File: config.mk
export PLATFORM = sky130hd
export DESIGN_NAME = radio_frame_type_classifier_flat
export DESIGN_NICKNAME = d
export VERILOG_FILES = /design/src/design/rftc_pkg.sv /design/src/design/rftc_if.sv /design/src/design/radio_frame_type_classifier.sv /design/src/design/rftc_in_stage.sv /design/src/design/rftc_frame_tracker.sv /design/src/design/rftc_out_stage.sv /design/src/flat_wrapper.sv
export SDC_FILE = /design/constraint.sdc
export NUM_CORES = 1
export LEC_CHECK = 0
export BUFFER_PORTS_ARGS = -buffer_cell sky130_fd_sc_hd__clkbuf_2
export CORE_ASPECT_RATIO = 1.5
export CORE_MARGIN = 10
export CORE_UTILIZATION = 60
export DETAILED_ROUTE_END_ITERATION = 10
export PLACE_DENSITY_LB_ADDON = 0.08
export SYNTH_ARGS = -nofsm -noshare
export SYNTH_HDL_FRONTEND = slang
export SYNTH_HIERARCHICAL = 1
export SYNTH_SLANG_ARGS = --single-unit
File: constraint.sdc
create_clock -name clk_i -period 17.8 [get_ports clk_i]
set_input_delay 0.89 -clock clk_i [delete_from_list [all_inputs] [get_ports clk_i]]
set_output_delay 0.89 -clock clk_i [all_outputs]
set_load 0.02 [all_outputs]
File: src/design/rftc_pkg.sv
// Shared types and constants of the radio frame type classifier.
package rftc_pkg;

  localparam int unsigned ByteW  = 8;
  localparam int unsigned CountW = 9;
  localparam int unsigned ClassW = 2;

  localparam logic [CountW-1:0] CountSat     = 9'd256;
  localparam logic [CountW-1:0] BcastMinLen  = 9'd16;
  localparam logic [CountW-1:0] MaxFrameLen  = 9'd255;
  localparam logic [CountW-1:0] JoinReqLen   = 9'd23;
  localparam logic [CountW-1:0] JoinAccLen   = 9'd17;
  localparam logic [CountW-1:0] JoinAccLenCf = 9'd33;
  localparam logic [CountW-1:0] DataMinLen   = 9'd8;
  localparam logic [CountW-1:0] DataHdrLen   = 9'd12;
  localparam logic [CountW-1:0] MeshMaxPath  = 9'd64;
  localparam logic [CountW-1:0] MeshMaxPay   = 9'd184;
  localparam logic [ByteW-1:0]  BcastByte    = 8'hFF;

  localparam logic [3:0] PtypeRsvLo = 4'hC;
  localparam logic [3:0] PtypeRsvHi = 4'hE;

  typedef enum logic [ClassW-1:0] {
    CLS_UNKNOWN = 2'd0,
    CLS_BCAST   = 2'd1,
    CLS_LORAWAN = 2'd2,
    CLS_MESH    = 2'd3
  } class_e;

  typedef enum logic [2:0] {
    MT_JOIN_REQ   = 3'd0,
    MT_JOIN_ACC   = 3'd1,
    MT_UNCONF_UP  = 3'd2,
    MT_UNCONF_DN  = 3'd3,
    MT_CONF_UP    = 3'd4,
    MT_CONF_DN    = 3'd5,
    MT_REJOIN     = 3'd6,
    MT_PROPRIET   = 3'd7
  } mtype_e;

  typedef enum logic [1:0] {
    RT_TRANSPORT_FLOOD  = 2'd0,
    RT_FLOOD            = 2'd1,
    RT_DIRECT           = 2'd2,
    RT_TRANSPORT_DIRECT = 2'd3
  } route_e;

  typedef struct packed {
    logic [ByteW-1:0] data_byte;
    logic             last;
  } item_t;

  typedef struct packed {
    logic   push;
    class_e frame_class;
  } result_t;

endpackage

File: src/design/rftc_if.sv
// Byte and class stream interfaces of the radio frame type classifier.
interface rftc_byte_if;
  logic                        valid;
  logic                        ready;
  logic [rftc_pkg::ByteW-1:0]  data_byte;
  logic                        last;

  modport source (output valid, output data_byte, output last, input ready);
  modport sink   (input valid, input data_byte, input last, output ready);
endinterface

interface rftc_class_if;
  logic                        valid;
  logic                        ready;
  logic [rftc_pkg::ClassW-1:0] frame_class;

  modport source (output valid, output frame_class, input ready);
  modport sink   (input valid, input frame_class, output ready);
endinterface

File: src/design/radio_frame_type_classifier.sv
// Top level of the radio frame type classifier.
// Takes one payload byte per cycle on byte_in_i and gives one class per frame on
// class_out_o after the byte marked last: 0 unknown, 1 broadcast mesh, 2 LoRaWAN,
// 3 routed mesh. Each byte passes an input register, then an update of the frame
// counters and captured header bytes; on the last byte the class is decided in
// that same cycle and loaded into the result register, which drives class_out_o.
// Sustained rate is one byte per cycle; a held result only stalls input when
// another last byte needs the result register.
module radio_frame_type_classifier (
  input  logic        clk_i,
  input  logic        rst_ni,
  rftc_byte_if.sink   byte_in_i,
  rftc_class_if.source class_out_o
);

  rftc_pkg::item_t   in_item;
  rftc_pkg::item_t   item;
  rftc_pkg::result_t result;
  rftc_pkg::class_e  out_class;
  logic              item_valid;
  logic              item_take;
  logic              res_free;

  assign in_item.data_byte = byte_in_i.data_byte;
  assign in_item.last      = byte_in_i.last;

  rftc_in_stage u_in_stage (
    .clk_i        (clk_i),
    .rst_ni       (rst_ni),
    .in_valid_i   (byte_in_i.valid),
    .in_ready_o   (byte_in_i.ready),
    .in_item_i    (in_item),
    .item_valid_o (item_valid),
    .item_o       (item),
    .item_take_i  (item_take)
  );

  rftc_frame_tracker u_frame_tracker (
    .clk_i        (clk_i),
    .rst_ni       (rst_ni),
    .item_valid_i (item_valid),
    .item_i       (item),
    .item_take_o  (item_take),
    .res_free_i   (res_free),
    .result_o     (result)
  );

  rftc_out_stage u_out_stage (
    .clk_i        (clk_i),
    .rst_ni       (rst_ni),
    .result_i     (result),
    .res_free_o   (res_free),
    .out_valid_o  (class_out_o.valid),
    .out_ready_i  (class_out_o.ready),
    .out_class_o  (out_class)
  );

  assign class_out_o.frame_class = out_class;

endmodule

File: src/design/rftc_in_stage.sv
// Input register stage of the radio frame type classifier.
module rftc_in_stage (
  input  logic                clk_i,
  input  logic                rst_ni,
  input  logic                in_valid_i,
  output logic                in_ready_o,
  input  rftc_pkg::item_t     in_item_i,
  output logic                item_valid_o,
  output rftc_pkg::item_t     item_o,
  input  logic                item_take_i
);

  logic            valid_q, valid_d;
  rftc_pkg::item_t item_q;
  logic            load;

  assign in_ready_o = !valid_q || item_take_i;
  assign load       = in_valid_i && in_ready_o;

  always_comb begin
    valid_d = valid_q;
    if (load) begin
      valid_d = 1'b1;
    end else if (item_take_i) begin
      valid_d = 1'b0;
    end
  end

  always_ff @(posedge clk_i or negedge rst_ni) begin
    if (!rst_ni) begin
      valid_q <= 1'b0;
    end else begin
      valid_q <= valid_d;
    end
  end

  always_ff @(posedge clk_i) begin
    if (load) begin
      item_q <= in_item_i;
    end
  end

  assign item_valid_o = valid_q;
  assign item_o       = item_q;

endmodule

File: src/design/rftc_frame_tracker.sv
// Per-frame state and end-of-frame classification of the radio frame type classifier.
module rftc_frame_tracker (
  input  logic              clk_i,
  input  logic              rst_ni,
  input  logic              item_valid_i,
  input  rftc_pkg::item_t   item_i,
  output logic              item_take_o,
  input  logic              res_free_i,
  output rftc_pkg::result_t result_o
);

  localparam int unsigned CW = rftc_pkg::CountW;
  localparam int unsigned BW = rftc_pkg::ByteW;

  logic [CW-1:0] count_q, count_d, len;
  logic [BW-1:0] header_q, header_d, header_n;
  logic [BW-1:0] second_q, second_d, second_n;
  logic [BW-1:0] sixth_q, sixth_d, sixth_n;
  logic          bseen_q, bseen_d, bseen_n;

  logic          is_bcast, is_lora, is_mesh;
  logic [2:0]    mtype;
  logic [3:0]    ptype;
  logic [1:0]    route;
  logic          long_hdr;
  logic [BW-1:0] plb;
  logic [CW-1:0] pos;
  logic [BW-1:0] hsize;
  logic [BW-1:0] path;
  logic [CW-1:0] need_len;
  rftc_pkg::class_e cls;

  assign item_take_o = item_valid_i && (!item_i.last || res_free_i);

  always_comb begin
    header_n = header_q;
    second_n = second_q;
    sixth_n  = sixth_q;
    bseen_n  = bseen_q;
    if (count_q == 9'd0) begin
      header_n = item_i.data_byte;
    end else if (count_q == 9'd1) begin
      second_n = item_i.data_byte;
    end else if (count_q == 9'd5) begin
      sixth_n = item_i.data_byte;
    end
    if (count_q < 9'd4 && item_i.data_byte != rftc_pkg::BcastByte) begin
      bseen_n = 1'b0;
    end
    len = (count_q < rftc_pkg::CountSat) ? count_q + 9'd1 : count_q;
  end

  assign is_bcast = len >= rftc_pkg::BcastMinLen && len <= rftc_pkg::MaxFrameLen && bseen_n;

  assign mtype = header_n[7:5];

  always_comb begin
    is_lora = 1'b0;
    if (header_n[4:0] == 5'd0) begin
      case (rftc_pkg::mtype_e'(mtype))
        rftc_pkg::MT_JOIN_REQ: is_lora = (len == rftc_pkg::JoinReqLen);
        rftc_pkg::MT_JOIN_ACC: is_lora = (len == rftc_pkg::JoinAccLen) ||
                                         (len == rftc_pkg::JoinAccLenCf);
        rftc_pkg::MT_UNCONF_UP, rftc_pkg::MT_UNCONF_DN,
        rftc_pkg::MT_CONF_UP, rftc_pkg::MT_CONF_DN: begin
          is_lora = (len >= rftc_pkg::DataMinLen) &&
                    (len >= rftc_pkg::DataHdrLen + {5'd0, sixth_n[3:0]});
        end
        default: is_lora = 1'b0;
      endcase
    end
  end

  assign route    = header_n[1:0];
  assign ptype    = header_n[5:2];
  assign long_hdr = (route == rftc_pkg::RT_TRANSPORT_FLOOD) ||
                    (route == rftc_pkg::RT_TRANSPORT_DIRECT);
  assign plb      = long_hdr ? sixth_n : second_n;
  assign pos      = long_hdr ? 9'd6 : 9'd2;
  assign hsize    = {6'd0, plb[7:6]} + 8'd1;
  assign path     = 8'({2'd0, plb[5:0]} * hsize);
  assign need_len = pos + {1'b0, path};

  always_comb begin
    is_mesh = 1'b1;
    if (len < 9'd2 || len > rftc_pkg::MaxFrameLen) begin
      is_mesh = 1'b0;
    end
    if (header_n[7:6] != 2'd0) begin
      is_mesh = 1'b0;
    end
    if (ptype >= rftc_pkg::PtypeRsvLo && ptype <= rftc_pkg::PtypeRsvHi) begin
      is_mesh = 1'b0;
    end
    if (len < pos) begin
      is_mesh = 1'b0;
    end
    if (plb[7:6] == 2'b11) begin
      is_mesh = 1'b0;
    end
    if ({1'b0, path} > rftc_pkg::MeshMaxPath) begin
      is_mesh = 1'b0;
    end
    if (len < need_len) begin
      is_mesh = 1'b0;
    end else if (len - need_len > rftc_pkg::MeshMaxPay) begin
      is_mesh = 1'b0;
    end
  end

  always_comb begin
    if (is_bcast) begin
      cls = rftc_pkg::CLS_BCAST;
    end else if (is_lora) begin
      cls = rftc_pkg::CLS_LORAWAN;
    end else if (is_mesh) begin
      cls = rftc_pkg::CLS_MESH;
    end else begin
      cls = rftc_pkg::CLS_UNKNOWN;
    end
  end

  assign result_o.push        = item_take_o && item_i.last;
  assign result_o.frame_class = cls;

  always_comb begin
    count_d  = count_q;
    header_d = header_q;
    second_d = second_q;
    sixth_d  = sixth_q;
    bseen_d  = bseen_q;
    if (item_take_o) begin
      if (item_i.last) begin
        count_d  = '0;
        header_d = '0;
        second_d = '0;
        sixth_d  = '0;
        bseen_d  = 1'b1;
      end else begin
        count_d  = len;
        header_d = header_n;
        second_d = second_n;
        sixth_d  = sixth_n;
        bseen_d  = bseen_n;
      end
    end
  end

  always_ff @(posedge clk_i or negedge rst_ni) begin
    if (!rst_ni) begin
      count_q  <= '0;
      header_q <= '0;
      second_q <= '0;
      sixth_q  <= '0;
      bseen_q  <= 1'b1;
    end else begin
      count_q  <= count_d;
      header_q <= header_d;
      second_q <= second_d;
      sixth_q  <= sixth_d;
      bseen_q  <= bseen_d;
    end
  end

`ifndef ASSERT_OFF
  a_frame_restart: assert property (@(posedge clk_i) disable iff (!rst_ni)
    result_o.push |=> count_q == '0 && bseen_q)
    else $error("frame state not cleared after last byte");

  a_count_sat: assert property (@(posedge clk_i) disable iff (!rst_ni)
    count_q <= rftc_pkg::CountSat)
    else $error("byte count beyond saturation");

  a_bcast_header: assert property (@(posedge clk_i) disable iff (!rst_ni)
    result_o.push && result_o.frame_class == rftc_pkg::CLS_BCAST |->
      header_n == rftc_pkg::BcastByte && len >= rftc_pkg::BcastMinLen)
    else $error("broadcast class without broadcast header");
`endif

endmodule

File: src/design/rftc_out_stage.sv
// Result register of the radio frame type classifier.
module rftc_out_stage (
  input  logic              clk_i,
  input  logic              rst_ni,
  input  rftc_pkg::result_t result_i,
  output logic              res_free_o,
  output logic              out_valid_o,
  input  logic              out_ready_i,
  output rftc_pkg::class_e  out_class_o
);

  logic             valid_q, valid_d;
  rftc_pkg::class_e class_q;

  assign res_free_o = !valid_q || out_ready_i;

  always_comb begin
    valid_d = valid_q;
    if (result_i.push) begin
      valid_d = 1'b1;
    end else if (out_ready_i) begin
      valid_d = 1'b0;
    end
  end

  always_ff @(posedge clk_i or negedge rst_ni) begin
    if (!rst_ni) begin
      valid_q <= 1'b0;
    end else begin
      valid_q <= valid_d;
    end
  end

  always_ff @(posedge clk_i) begin
    if (result_i.push) begin
      class_q <= result_i.frame_class;
    end
  end

  assign out_valid_o = valid_q;
  assign out_class_o = class_q;

`ifndef ASSERT_OFF
  a_no_overwrite: assert property (@(posedge clk_i) disable iff (!rst_ni)
    result_i.push |-> res_free_o)
    else $error("result pushed into an occupied register");
`endif

endmodule

File: src/flat_wrapper.sv
// flat-port wrapper written by rule: the top's interface ports become plain ports
module radio_frame_type_classifier_flat 
  (clk_i, rst_ni, byte_in_i_valid, byte_in_i_data_byte, byte_in_i_last, byte_in_i_ready, class_out_o_valid, class_out_o_frame_class, class_out_o_ready);
  rftc_byte_if byte_in_i_i ();
  rftc_class_if class_out_o_i ();
  input  logic clk_i;
  input  logic rst_ni;
  input wire logic [$bits(byte_in_i_i.valid)-1:0] byte_in_i_valid;
  input wire logic [$bits(byte_in_i_i.data_byte)-1:0] byte_in_i_data_byte;
  input wire logic [$bits(byte_in_i_i.last)-1:0] byte_in_i_last;
  output wire logic [$bits(byte_in_i_i.ready)-1:0] byte_in_i_ready;
  output wire logic [$bits(class_out_o_i.valid)-1:0] class_out_o_valid;
  output wire logic [$bits(class_out_o_i.frame_class)-1:0] class_out_o_frame_class;
  input wire logic [$bits(class_out_o_i.ready)-1:0] class_out_o_ready;
  assign byte_in_i_i.valid = byte_in_i_valid;
  assign byte_in_i_i.data_byte = byte_in_i_data_byte;
  assign byte_in_i_i.last = byte_in_i_last;
  assign byte_in_i_ready = byte_in_i_i.ready;
  assign class_out_o_valid = class_out_o_i.valid;
  assign class_out_o_frame_class = class_out_o_i.frame_class;
  assign class_out_o_i.ready = class_out_o_ready;
  radio_frame_type_classifier u_core (.clk_i(clk_i), .rst_ni(rst_ni), .byte_in_i(byte_in_i_i), .class_out_o(class_out_o_i));
endmodule
### After elaboration in Yosys (flattened, before gate mapping)

Cells that the tools add are included.

| word-level totals | value |
|---|---|
| bits in registers | 47 |
| output and inout bits | 4 |

| cells by class | value |
|---|---|
| $add $sub $neg | 5 |
| $mul | 1 |
| order comparisons | 14 |
| eq/ne operators | 13 |
| mux-type cells | 31 |
| reduce and logical (&&, ||, !) cells | 25 |

Operators with widths:

| operator | number |
|---|---|
| $mux W8 | 10 |
| $eq A9 B5 Y1 const B | 2 |
| $gt A9 B8 Y1 const B | 2 |
| $mux W9 | 2 |
| $mux W1 | 15 |
| $add A3 B8 Y9 | 1 |
| $add A9 B1 Y9 const B | 1 |
| $eq A9 B1 Y1 const B | 1 |
| $eq A9 B3 Y1 const B | 1 |
| $eq A9 B6 Y1 const B | 1 |
| $ge A9 B4 Y1 const B | 1 |
| $ge A9 B5 Y1 | 1 |
| $ge A9 B5 Y1 const B | 1 |
| $le A9 B8 Y1 const B | 1 |
| $logic_not A9 Y1 | 1 |
| $lt A9 B2 Y1 const B | 1 |
| $lt A9 B3 Y1 | 1 |
| $lt A9 B3 Y1 const B | 1 |
| $lt A9 B9 Y1 | 1 |
| $lt A9 B9 Y1 const B | 1 |
| $sub A9 B9 Y9 | 1 |
| $gt A8 B7 Y1 const B | 1 |
| $logic_and A1 B1 Y1 | 8 |
| $mul A6 B3 Y8 | 1 |
| other kinds (19) | 32 |

### Depth between registers and ports, before layout

Gate-level depths: netlist (run 1).

| logic depth | value |
|---|---|
| word-level depth | 14 |
| mapped depth | 34 |
| depth with buffers taken out | 32 |

### By module

Netlist (run 1), hierarchy kept.

By module, submodules not included:

| module | instances | cells an instance | area an instance (um2) | sequential area each (um2) |
|---|---|---|---|---|
| rftc_frame_tracker | 1 | 391 | 3319.4 | 852.1 |
| rftc_in_stage | 1 | 13 | 324.1 | 295.3 |
| rftc_out_stage | 1 | 5 | 107.6 | 85.1 |

### Least setup slack after synthesis (run 1)

OpenSTA, ideal clock, no wires.

| path | value |
|---|---|
| path type | register -> register |
| start point | reg u_core.u_frame_tracker.count_q[3] |
| end point | reg u_core.u_out_stage.class_q[1], in the netlist u_core/u_out_stage/out_class_o[1] (data pin) |
| library setup time | 0.146 ns |
| arrival | 6.837 ns |
| setup slack | 10.817 ns |
| stages on the path, launching flop included | 30 |
| path buffers | 3 |
| path through | dfrtp_1 buf_2 nor3_1 nand3_1 clkbuf_1 nor2_1 a21oi_1 ha_1 clkbuf_1 inv_1 or3_1 o21ai_0 nand2b_1 inv_1 ha_1 nand2_1 fa_1 inv_1 ha_1 inv_1 fa_1 or3_1 xor2_1 ha_1 nor2_1 or4b_1 a21o_1 and3_1 or4_1 a21oi_1 |

| between the ends | value |
|---|---|
| cells in the longest elaborated chain, start to end | 14 |
| elaborated cells between the ends (all ways) | 68 |
| those cells by class | add/sub (5); mul (1); order compare (14); eq/ne (12); mux (22); reduce/logical (14) |

Ends and longest elaborated chain:

| what | RTL line | source |
|---|---|---|
| start: declaration | rftc_frame_tracker.sv:15 | `logic [CW-1:0] count_q, count_d, len;` |
| start signal: assignment | rftc_frame_tracker.sv:157 | `count_q <= count_d;` |
| $eq A9 B3 Y1 (tied with other cells) | rftc_frame_tracker.sv:44 | `end else if (count_q == 9'd5) begin` |
| $mux W8 (tied with other cells) | rftc_frame_tracker.sv:44 |  |
| $mux W8 (tied with other cells) | rftc_frame_tracker.sv:42 | `end else if (count_q == 9'd1) begin` |
| $mux W8 (tied with other cells) | rftc_frame_tracker.sv:40 | `if (count_q == 9'd0) begin` |
| $mux W8 / $mux W1 (equally long branches) | rftc_frame_tracker.sv:78, rftc_frame_tracker.sv:86 |  |
| $add A2 B1 Y3 / $mux W1 (equally long branches) | rftc_frame_tracker.sv:80, rftc_frame_tracker.sv:89 |  |
| $mul A6 B3 Y8 / $mux W1 (equally long branches) | rftc_frame_tracker.sv:81, rftc_frame_tracker.sv:92 |  |
| $add A3 B8 Y9 / $mux W1 (equally long branches) | rftc_frame_tracker.sv:82, rftc_frame_tracker.sv:95 |  |
| $sub A9 B9 Y9 / $mux W1 (equally long branches) | rftc_frame_tracker.sv:106, rftc_frame_tracker.sv:98 |  |
| $gt A9 B8 Y1 / $mux W1 (equally long branches) | rftc_frame_tracker.sv:106, rftc_frame_tracker.sv:101 |  |
| $mux W1 | rftc_frame_tracker.sv:106 | `end else if (len - need_len > rftc_pkg::MeshMaxPay) begin` |
| $mux W1 | rftc_frame_tracker.sv:104 | `if (len < need_len) begin` |
| $mux W2 | rftc_frame_tracker.sv:116 | `end else if (is_mesh) begin` |
| $mux W2 | rftc_frame_tracker.sv:114 | `end else if (is_lora) begin` |
| end signal: assignment | rftc_out_stage.sv:36 | `class_q <= result_i.frame_class;` |
| end: declaration | rftc_out_stage.sv:13 | `rftc_pkg::class_e class_q;` |

Several ways; a longest one is shown, not always the timed one.
A chain may end at the register's enable or synchronous reset.

### Worst setup path in the final report (run 1)

| path | value |
|---|---|
| start point | reg u_core.u_frame_tracker.count_q[5] |
| end point | reg u_core.u_out_stage.class_q[1], in the netlist u_core/u_out_stage/out_class_o[1] (data pin) |

Same word-level chain as after synthesis.

==> results.toml, run 1 <==
[clocking]
cts_hold_repair.buffers = 0
cts_tree = "built"
worst_setup_hold_path_clk_slew_ps = 90
cts_root_buf = "sky130_fd_sc_hd__clkbuf_8"
cts_buffers = 5
post_cts_resized = 0
clock_latency_at_the_later_pin_of_the_worst_skew_pair_ps = 310
clock_sinks = 47
cts-root-to-sink-buffers = 2
post_cts_setup_buffer_count = 0
h-tree-depth = 2

[floorplan]
die-area_mm2 = 0.00988
floorplan.die.width_um = 84.6
area_of_the_core_region_mm2 = 0.00613
floorplan.rows = 35
ioPinCount = 17
start_util_pct = 61.2
fp.dieH_um = 117

[global_route]
grt_use_met2_pct = 34.9
globalRouteTotalUtil_pct = 18.9
grt_busiest_layer = "met2"
grt_antenna_before_repair = 0
vias_in_the_first_global_route = 3179
grt-ovfl-total = 0
globalRouteMet1Util_pct = 21.4
met3_usage_pct = 2.42
global_route_wire_length_before_repair_mm = 15.4
pin_count_of_the_biggest_net_entering_global_routing = 37

[timing]
setup-tns-final_ps = 0
unrepaired_setup_endpoints_after_global_routing = "no"
tightestPinTransition_ps = 909
layout_worst_path_cycle_share_pct = 43.8
final.min_clock_period_ps = 7800
maxSlewHeadroom_pct = 39.4
final_skew_ps = 3.67
fmax_mhz = 128
hold_violations_final = 0
timing.final.max_slew_violations = 0
final-setup-viol-count = 0

[setup_path]
critPathRequiredTime_ps = 17970
endpoint_kind = "flop"
worstSetupStartpointType = "flop"
crit_fanout = 18
ff2ff_path_depth = 26
regToRegEndpoint = "u_core/u_out_stage/out_class_o[1]"
regToRegSetupSlack_ps = 10000
worstReg2RegStart = "u_core/u_frame_tracker/count_q[5]"
critPathSlowestCell = "sky130_fd_sc_hd__ha_1"
timing.critical_path.to = "u_core/u_out_stage/out_class_o[1]"
critical-path-max-stage-delay_ps = 700
worst_ep_arrival_time_ps = 7960
setup.worst_path.class = "flop to flop"
timing.critical_path.from = "u_core/u_frame_tracker/count_q[5]"

[logic_synthesis]
syn_area_per_cell_um2 = 9.17
synth_cell_types = 63
number_of_enable_type_register_cells_in_the_synthesized_netlist = 11
syn-num-nets = 461
synth_area_leader_cell = "sky130_fd_sc_hd__dfrtp_1"
ys.warnings.count = 6
synth-seq-area-share_pct = 32.9
ys_dominant_reg_cell = "sky130_fd_sc_hd__dfrtp_1"
yosysMostFrequentCell = "sky130_fd_sc_hd__nand2_1"
synthArstFlopShare_pct = 76.6
synth_largest_type_area_fraction_pct = 23.3
netlist_area_mm2 = 0.00375
synthTopCellsByArea = "sky130_fd_sc_hd__dfrtp_1 (23%), sky130_fd_sc_hd__ha_1 (11%), sky130_fd_sc_hd__edfxtp_1 (8.8%), sky130_fd_sc_hd__nand2_1 (4.6%), sky130_fd_sc_hd__fa_1 (3.7%)"
synth.top_cells.by_count = "sky130_fd_sc_hd__nand2_1 (46), sky130_fd_sc_hd__dfrtp_1 (35), sky130_fd_sc_hd__ha_1 (32), sky130_fd_sc_hd__inv_1 (30), sky130_fd_sc_hd__o21ai_0 (24)"
syn_inst = 409
ys_ff_latch = 47

[worst_hold_path]
hp-class = "flop to flop"

[routing]
wl_per_cell_um = 18.8
drc = 0
dr.pass1.iters = 5
detail_route.wirelength_mm = 9.25
antenna_left = 0
drt-initial-drc-count = 207
route.vias.total = 3117
avgViaCountPerCell = 6.32

[run]
cap_viol_max_count = 0

[placement]
detailed_place_hpwl_mm = 7.20
io_buffer_count = 16
gp_routability_congestion = 0.870

[final_layout]
final_net_count = 470
share_of_final_layout_standard_cells_stronger_than_drive_strength_1_pct = 8.35
final.fill_count = 531
num_antenna_cells = 0
synthToLayoutAreaGrowth_pct = 6.70

[status]
status = "finished, final reports clean"
==> kinds of logic after synthesis <==
group	after synthesis	share of synthesized area, %
simple gates	148	21.1
compound gates	100	18.9
flops	47	32.9
buf+inv	45	4.84
fa+ha+maj	39	14.4
xor+xnor	19	4.80
mux	11	3.07
==> worst min-delay path by stage <==
stage | to | startpoint | slack (ps) | cells past startpoint
final | u_core/u_frame_tracker/sixth_q[1] | u_core/u_frame_tracker/sixth_q[1] | 500 | 2
after global routing | u_core/u_frame_tracker/bseen_q | u_core/u_frame_tracker/bseen_q | 520 | 2
after CTS | u_core/u_frame_tracker/sixth_q[3] | u_core/u_frame_tracker/sixth_q[3] | 500 | 2
after detailed placement | u_core/u_frame_tracker/sixth_q[3] | u_core/u_frame_tracker/sixth_q[3] | 480 | 2
after global placement | u_core/u_frame_tracker/sixth_q[1] | u_core/u_frame_tracker/sixth_q[1] | 460 | 2
after floorplan | u_core/u_frame_tracker/header_q[1] | u_core/u_frame_tracker/header_q[1] | 450 | 2
==> cell usage in the layout (no fill, tap or decap), types with 3 or more instances in the layout <==
master / n
sky130_fd_sc_hd__xnor2_1: 10
sky130_fd_sc_hd__o32ai_1: 3
sky130_fd_sc_hd__nor2_1: 21
sky130_fd_sc_hd__nand4_1: 5
sky130_fd_sc_hd__o2111a_1: 3
sky130_fd_sc_hd__o21ai_0: 23
sky130_fd_sc_hd__ha_1: 32
sky130_fd_sc_hd__xor2_1: 8
sky130_fd_sc_hd__or3_1: 8
sky130_fd_sc_hd__nor4_1: 4
sky130_fd_sc_hd__fa_1: 7
sky130_fd_sc_hd__clkbuf_8: 5
sky130_fd_sc_hd__nor2b_1: 9
sky130_fd_sc_hd__nand3_1: 11
sky130_fd_sc_hd__a211oi_1: 3
sky130_fd_sc_hd__dfrtp_1: 35
sky130_fd_sc_hd__edfxtp_1: 11
sky130_fd_sc_hd__a32o_1: 4
sky130_fd_sc_hd__o2111ai_1: 4
sky130_fd_sc_hd__and2_1: 6
sky130_fd_sc_hd__a22o_1: 15
sky130_fd_sc_hd__and3_1: 6
sky130_fd_sc_hd__mux2i_1: 9
sky130_fd_sc_hd__inv_1: 30
sky130_fd_sc_hd__nor3_1: 9
sky130_fd_sc_hd__a21oi_1: 17
sky130_fd_sc_hd__clkbuf_2: 16
sky130_fd_sc_hd__nand2_1: 46
sky130_fd_sc_hd__o21a_1: 3
sky130_fd_sc_hd__nor3b_1: 3
sky130_fd_sc_hd__a21o_1: 5
sky130_fd_sc_hd__nand2b_1: 5
==> routing by layer <==
| layer | part of all wire [%] | wire [um] | vias up |
|---|---|---|---|
| li1 | - | - | 1509 |
| met1 | 41 | 3800 | 1492 |
| met2 | 53 | 4860 | 89 |
| met3 | 3.3 | 308 | 27 |
| met4 | 3.0 | 276 | 0 |
| met5 | 0 | 0 | - |
==> cell type report <==
cell class	instances	area (um2)	share of cell area, %
clock buffers	5	68.8	1.72
clock inverters	3	71.3	1.78
inverters	30	113	2.81
multi-input cells	317	2340	58.4
flip-flops and latches	47	1230	30.8
well taps	74	92.6	2.31
repair buffers	17	87.6	2.19
==> critical path, delay by kind of cell (launching register included) <==
kind                       cells  cell delay [ps]
and+or+nand+nor               11             3670
adders and majority gates      6             2480
AOI/OAI and AO/OA              4              490
DFF                            1              480
buffers and inverters          4              370
xor gates and xnor gates       1              170
==> metrics by stage <==
step	hold slack, ps	cell area (um2)	utilization (%)	setup WS, ps	instances
6_report	497	4000	65.3	10000	493
5_1_grt	516	4000	65.3	9340	493
4_1_cts	497	4000	65.3	10040	493
3_5_place_dp	476	3860	63.0	10070	485
3_3_place_gp	461	3860	63.0	10310	485
2_1_floorplan	450	3750	-	10820	409
==> state kept, by name (all words and copies together), names as in the netlist <==
register                         count
u_core/u_frame_tracker/count_q       9
u_core/u_in_stage/item_o             9
u_core/u_frame_tracker/header_q      8
u_core/u_frame_tracker/second_q      8
u_core/u_frame_tracker/sixth_q       8
u_core/u_out_stage/out_class_o       2
u_core/u_frame_tracker/bseen_q       1
u_core/u_in_stage/item_valid_o       1
u_core/u_out_stage/out_valid_o       1
Power of run 1 is left out: the tool's default activity adds up to more than one toggle a clock period on the data nets, which glitch-free logic cannot reach.
==> inputs of run 2 (changes only) <==
Settings changed: CORE_UTILIZATION 60 to 56.
Clock period 17.8 ns to 6.74 ns, I/O delays scaled along.
==> results.toml, run 2 (synthesized netlist as in run 1, its figures left out) <==
[floorplan]
die-area_mm2 = 0.0104
floorplan.die.width_um = 86.8
floorplan.rows = 36
area_of_the_core_region_mm2 = 0.00653
start_util_pct = 57.4
ioPinCount = 17
fp.dieH_um = 120

[routing]
detail_route.wirelength_mm = 9.67
drt-initial-drc-count = 196
wl_per_cell_um = 18.8
antenna_left = 0
route.vias.total = 3182
dr.pass1.iters = 5
drc = 0
avgViaCountPerCell = 6.19

[worst_hold_path]
hp-class = "primary input to asynchronous set/reset pin"

[final_layout]
mostFrequentLayoutCell = "sky130_fd_sc_hd__nand2_1"
synthToLayoutAreaGrowth_pct = 13.0
num_antenna_cells = 0
final_net_count = 489
share_of_final_layout_standard_cells_stronger_than_drive_strength_1_pct = 17.6
final.fill_count = 555
final_cell_mix = "sky130_fd_sc_hd__nand2_1 (46), sky130_fd_sc_hd__dfrtp_1 (34), sky130_fd_sc_hd__inv_1 (29)"

[timing]
final_worst_hold_slack_ps = 126
final_skew_ps = 7.32
final.min_clock_period_ps = 6500
fmax_mhz = 154
final-setup-viol-count = 0
layout_worst_path_cycle_share_pct = 96.5
setup-tns-final_ps = 0
hold_violations_final = 0
timing.final.ws_setup_ps = 236
tightestPinTransition_ps = 897
timing.final.max_slew_violations = 0
maxSlewHeadroom_pct = 40.2

[clocking]
clock_latency_at_the_later_pin_of_the_worst_skew_pair_ps = 320
h-tree-depth = 2
cts_buffers = 5
cts-root-to-sink-buffers = 2
clock_sinks = 47
cts_root_buf = "sky130_fd_sc_hd__clkbuf_8"
cts_tree = "built"
worst_setup_hold_path_clk_slew_ps = 90

[setup_path]
worst_ep_arrival_time_ps = 6680
critPathRequiredTime_ps = 6920
critPathSlowestCell = "sky130_fd_sc_hd__fa_1"
crit_fanout = 6
critical-path-top-cell-by-count = "sky130_fd_sc_hd__inv_1"
critical-path-max-stage-delay_ps = 510
worstSetupStartpointType = "flop"
endpoint_kind = "flop"
setup.worst_path.class = "flop to flop"

[status]
status = "finished, final reports clean"

[global_route]
globalRouteMet1Util_pct = 22.3
grt_antenna_before_repair = 0
vias_in_the_first_global_route = 3186
pin_count_of_the_biggest_net_entering_global_routing = 37
grt-ovfl-total = 0
met3_usage_pct = 2.35
globalRouteTotalUtil_pct = 18.7
global_route_wire_length_before_repair_mm = 15.8
grt_busiest_layer = "met2"
grt_use_met2_pct = 33.3

[run]
cap_viol_max_count = 0

[placement]
gp_routability_congestion = 0.900
io_buffer_count = 16
post-place-ws_ps = 111
detailed_place_hpwl_mm = 7.45
-- run 2: worst max-delay path, delay by kind of cell (launching register included) --
family / cells / cell delay (ps)
buffers and inverters: 4 / 280
adders and majority gates: 6 / 2030
AOI/OAI and AO/OA: 4 / 480
DFF: 1 / 420
and+or+nand+nor: 11 / 2970
xor gates and xnor gates: 1 / 160
-- run 2: cell type report --
type / instances / area [um2] / share of cell area, %
Sequential cell: 47 / 1230 / 29.1
Multi-Input combinational cell: 317 / 2450 / 57.8
Clock inverter: 3 / 46.3 / 1.09
Timing Repair Buffer: 36 / 234 / 5.52
Clock buffer: 5 / 68.8 / 1.62
Tap cell: 76 / 95.1 / 2.24
Inverter: 30 / 113 / 2.66
-- run 2: what timing repair did --
| item | in CTS | in global routing |
|---|---|---|
| hold buffers | 0 | 0 |
| setup endpoints to repair | 0 | 2 |
| setup buffers | 0 | 6 |
| resized for setup | 0 | 25 |
-- run 2: path summary, 6_finish.rpt --
check	cells after the start	end	slack (ps)	start
hold / removal	1	u_core/u_frame_tracker/count_q[5]	130	rst_ni
min in group clk_i	1	u_core/u_in_stage/item_o[3]	190	byte_in_i_data_byte[2]
setup / recovery	26	u_core/u_out_stage/out_class_o[1]	240	u_core/u_frame_tracker/count_q[5]
max in group asynchronous	1	u_core/u_frame_tracker/count_q[0]	6010	rst_ni
hold reg to reg	2	u_core/u_frame_tracker/sixth_q[2]	490	u_core/u_frame_tracker/sixth_q[2]
setup reg to reg	26	u_core/u_out_stage/out_class_o[1]	240	u_core/u_frame_tracker/count_q[5]
-- run 2: routing by layer --
layer	wire (um)	part of all wire [%]	vias up
li1	-	-	1541
met1	4050	42	1580
met2	5290	55	53
met3	217	2.2	8
met4	118	1.2	0
met5	0	0	-
-- run 2: metrics by stage --
step                      utilization [%]  cell area [um2]  cells
after global placement               60.9             3980    500
after CTS                            62.7             4100    508
after detailed placement             60.9             3980    500
after floorplan                         -             3770    409
final                                64.9             4240    514
after global routing                 64.9             4240    514
Power of run 2 is left out for the same reason.
==> inputs of run 3 (changes only) <==
Settings changed: CORE_UTILIZATION 56 to 60, CTS_BUF_LIST set to sky130_fd_sc_hd__clkbuf_4 sky130_fd_sc_hd__clkbuf_8.
Clock period 6.74 ns to 7.75 ns, I/O delays scaled along.
==> results.toml, run 3 (synthesized netlist as in run 1, its figures left out) <==
[timing]
hold_violations_final = 0
final_worst_hold_slack_ps = 186
final-setup-viol-count = 0
maxSlewHeadroom_pct = 41.7
unrepaired_setup_endpoints_after_global_routing = "no"
setup-tns-final_ps = 0
fmax_mhz = 141
final_skew_ps = 4.09
layout_worst_path_cycle_share_pct = 91.7
final.min_clock_period_ps = 7110
timing.final.max_slew_violations = 0
tightestPinTransition_ps = 875

[final_layout]
final_net_count = 472
design_area_mm2 = 0.00399
synthToLayoutAreaGrowth_pct = 6.47
mostFrequentLayoutCell = "sky130_fd_sc_hd__nand2_1"
final_cell_mix = "sky130_fd_sc_hd__nand2_1 (46), sky130_fd_sc_hd__dfrtp_1 (35), sky130_fd_sc_hd__ha_1 (32)"
share_of_final_layout_standard_cells_stronger_than_drive_strength_1_pct = 8.79
num_antenna_cells = 0

[clocking]
cts-root-to-sink-buffers = 2
cts_tree = "built"
post_cts_setup_buffer_count = 0
cts_hold_repair.buffers = 0
worst_setup_hold_path_clk_slew_ps = 90
clock_latency_at_the_later_pin_of_the_worst_skew_pair_ps = 300
post_cts_resized = 0
clock_sinks = 47
h-tree-depth = 2
cts_buffers = 5
cts_root_buf = "sky130_fd_sc_hd__clkbuf_8"

[setup_path]
setup.worst_path.class = "flop to flop"
worst_ep_arrival_time_ps = 7270
regToRegSetupSlack_ps = 640
regToRegEndpoint = "u_core/u_out_stage/out_class_o[1]"
endpoint_kind = "flop"
worstReg2RegStart = "u_core/u_frame_tracker/count_q[2]"
ff2ff_path_depth = 26
worstSetupStartpointType = "flop"
critPathRequiredTime_ps = 7910
crit_fanout = 12

[global_route]
grt_antenna_before_repair = 0
grt-ovfl-total = 0
globalRouteTotalUtil_pct = 18.8
pin_count_of_the_biggest_net_entering_global_routing = 37
global_route_wire_length_before_repair_mm = 15.1
vias_in_the_first_global_route = 3171

[placement]
detailed_place_hpwl_mm = 7.13
gp_routability_congestion = 0.860
io_buffer_count = 16
post_dp_cell_area_mm2 = 0.00388

[floorplan]
die-area_mm2 = 0.00988
ioPinCount = 17
start_util_pct = 61.2
fp.dieH_um = 117
floorplan.rows = 35
area_of_the_core_region_mm2 = 0.00613
floorplan.die.width_um = 84.6

[run]
cap_viol_max_count = 0

[routing]
route.vias.total = 3119
avgViaCountPerCell = 6.30
antenna_left = 0
detail_route.wirelength_mm = 9.07
dr.pass1.iters = 5
drc = 0
wl_per_cell_um = 18.3
drt-initial-drc-count = 206

[worst_hold_path]
hp-class = "primary input to asynchronous set/reset pin"

[status]
status = "finished, final reports clean"
-- run 3: cell count changes in the layout (fill, tap and decap cells not counted), sizes merged --
cell,before,now
clkinvlp,1,0
clkinv,0,1
buf,20,3
-- run 3: worst max path at each step --
stage,start,endpoint,slack (ps),depth (start not counted)
after detailed placement,u_core/u_frame_tracker/count_q[2],u_core/u_out_stage/out_class_o[1],690,26
final,u_core/u_frame_tracker/count_q[2],u_core/u_out_stage/out_class_o[1],640,26
after global routing,u_core/u_frame_tracker/count_q[2],u_core/u_out_stage/out_class_o[1],60,27
after floorplan,u_core/u_frame_tracker/count_q[3],u_core/u_out_stage/out_class_o[1],770,29
after CTS,u_core/u_frame_tracker/count_q[2],u_core/u_out_stage/out_class_o[1],660,26
after global placement,u_core/u_frame_tracker/count_q[2],u_core/u_out_stage/out_class_o[1],820,26
-- run 3: final cells by class --
| type | count | area (um2) |
|---|---|---|
| multi-input combinational | 317 | 2340 |
| fill | 527 | 2140 |
| inverter | 30 | 113 |
| clock inverter | 3 | 47.5 |
| tap | 74 | 92.6 |
| timing repair buffer | 19 | 103 |
| clock buffer | 5 | 68.8 |
| sequential | 47 | 1230 |
-- run 3: per-layer routing --
metal  up-vias  wire (um)  share of wire (%)  track usage (%)
li1       1509          -                  -                -
met2        71       4770                 53             33.7
met3        24        330                3.6             2.35
met4         0        276                3.0             9.69
met1      1515       3690                 41             21.3
met5         -          0                  0                0
-- run 3: through the flow --
step	instances	utilization [%]	setup slack [ps]
floorplan	409	-	767
global placement	487	63.2	822
detailed placement	487	63.2	691
CTS	495	65.1	658
global route	495	65.1	61.2
finish	495	65.1	645
-- run 3: worst max-delay path: stages, from the launching register on --
cell	delay, ps
sky130_fd_sc_hd__dfrtp_1	500
sky130_fd_sc_hd__nor3_1	400
sky130_fd_sc_hd__nand3_1	160
sky130_fd_sc_hd__buf_4	210
sky130_fd_sc_hd__mux2i_1	140
sky130_fd_sc_hd__ha_1	410
sky130_fd_sc_hd__inv_1	140
sky130_fd_sc_hd__or3_1	400
sky130_fd_sc_hd__o21ai_0	70
sky130_fd_sc_hd__nand2b_1	220
sky130_fd_sc_hd__inv_1	60
sky130_fd_sc_hd__ha_1	350
sky130_fd_sc_hd__nand2_1	90
sky130_fd_sc_hd__fa_1	500
sky130_fd_sc_hd__inv_1	40
sky130_fd_sc_hd__ha_1	200
sky130_fd_sc_hd__inv_1	70
sky130_fd_sc_hd__fa_1	500
sky130_fd_sc_hd__or3_1	440
sky130_fd_sc_hd__xor2_1	160
sky130_fd_sc_hd__ha_1	230
sky130_fd_sc_hd__nor2_1	130
sky130_fd_sc_hd__or4b_1	500
sky130_fd_sc_hd__a21o_1	200
sky130_fd_sc_hd__and3_1	180
sky130_fd_sc_hd__or4_1	500
sky130_fd_sc_hd__a21oi_1	150
Power of run 3 is left out for the same reason.
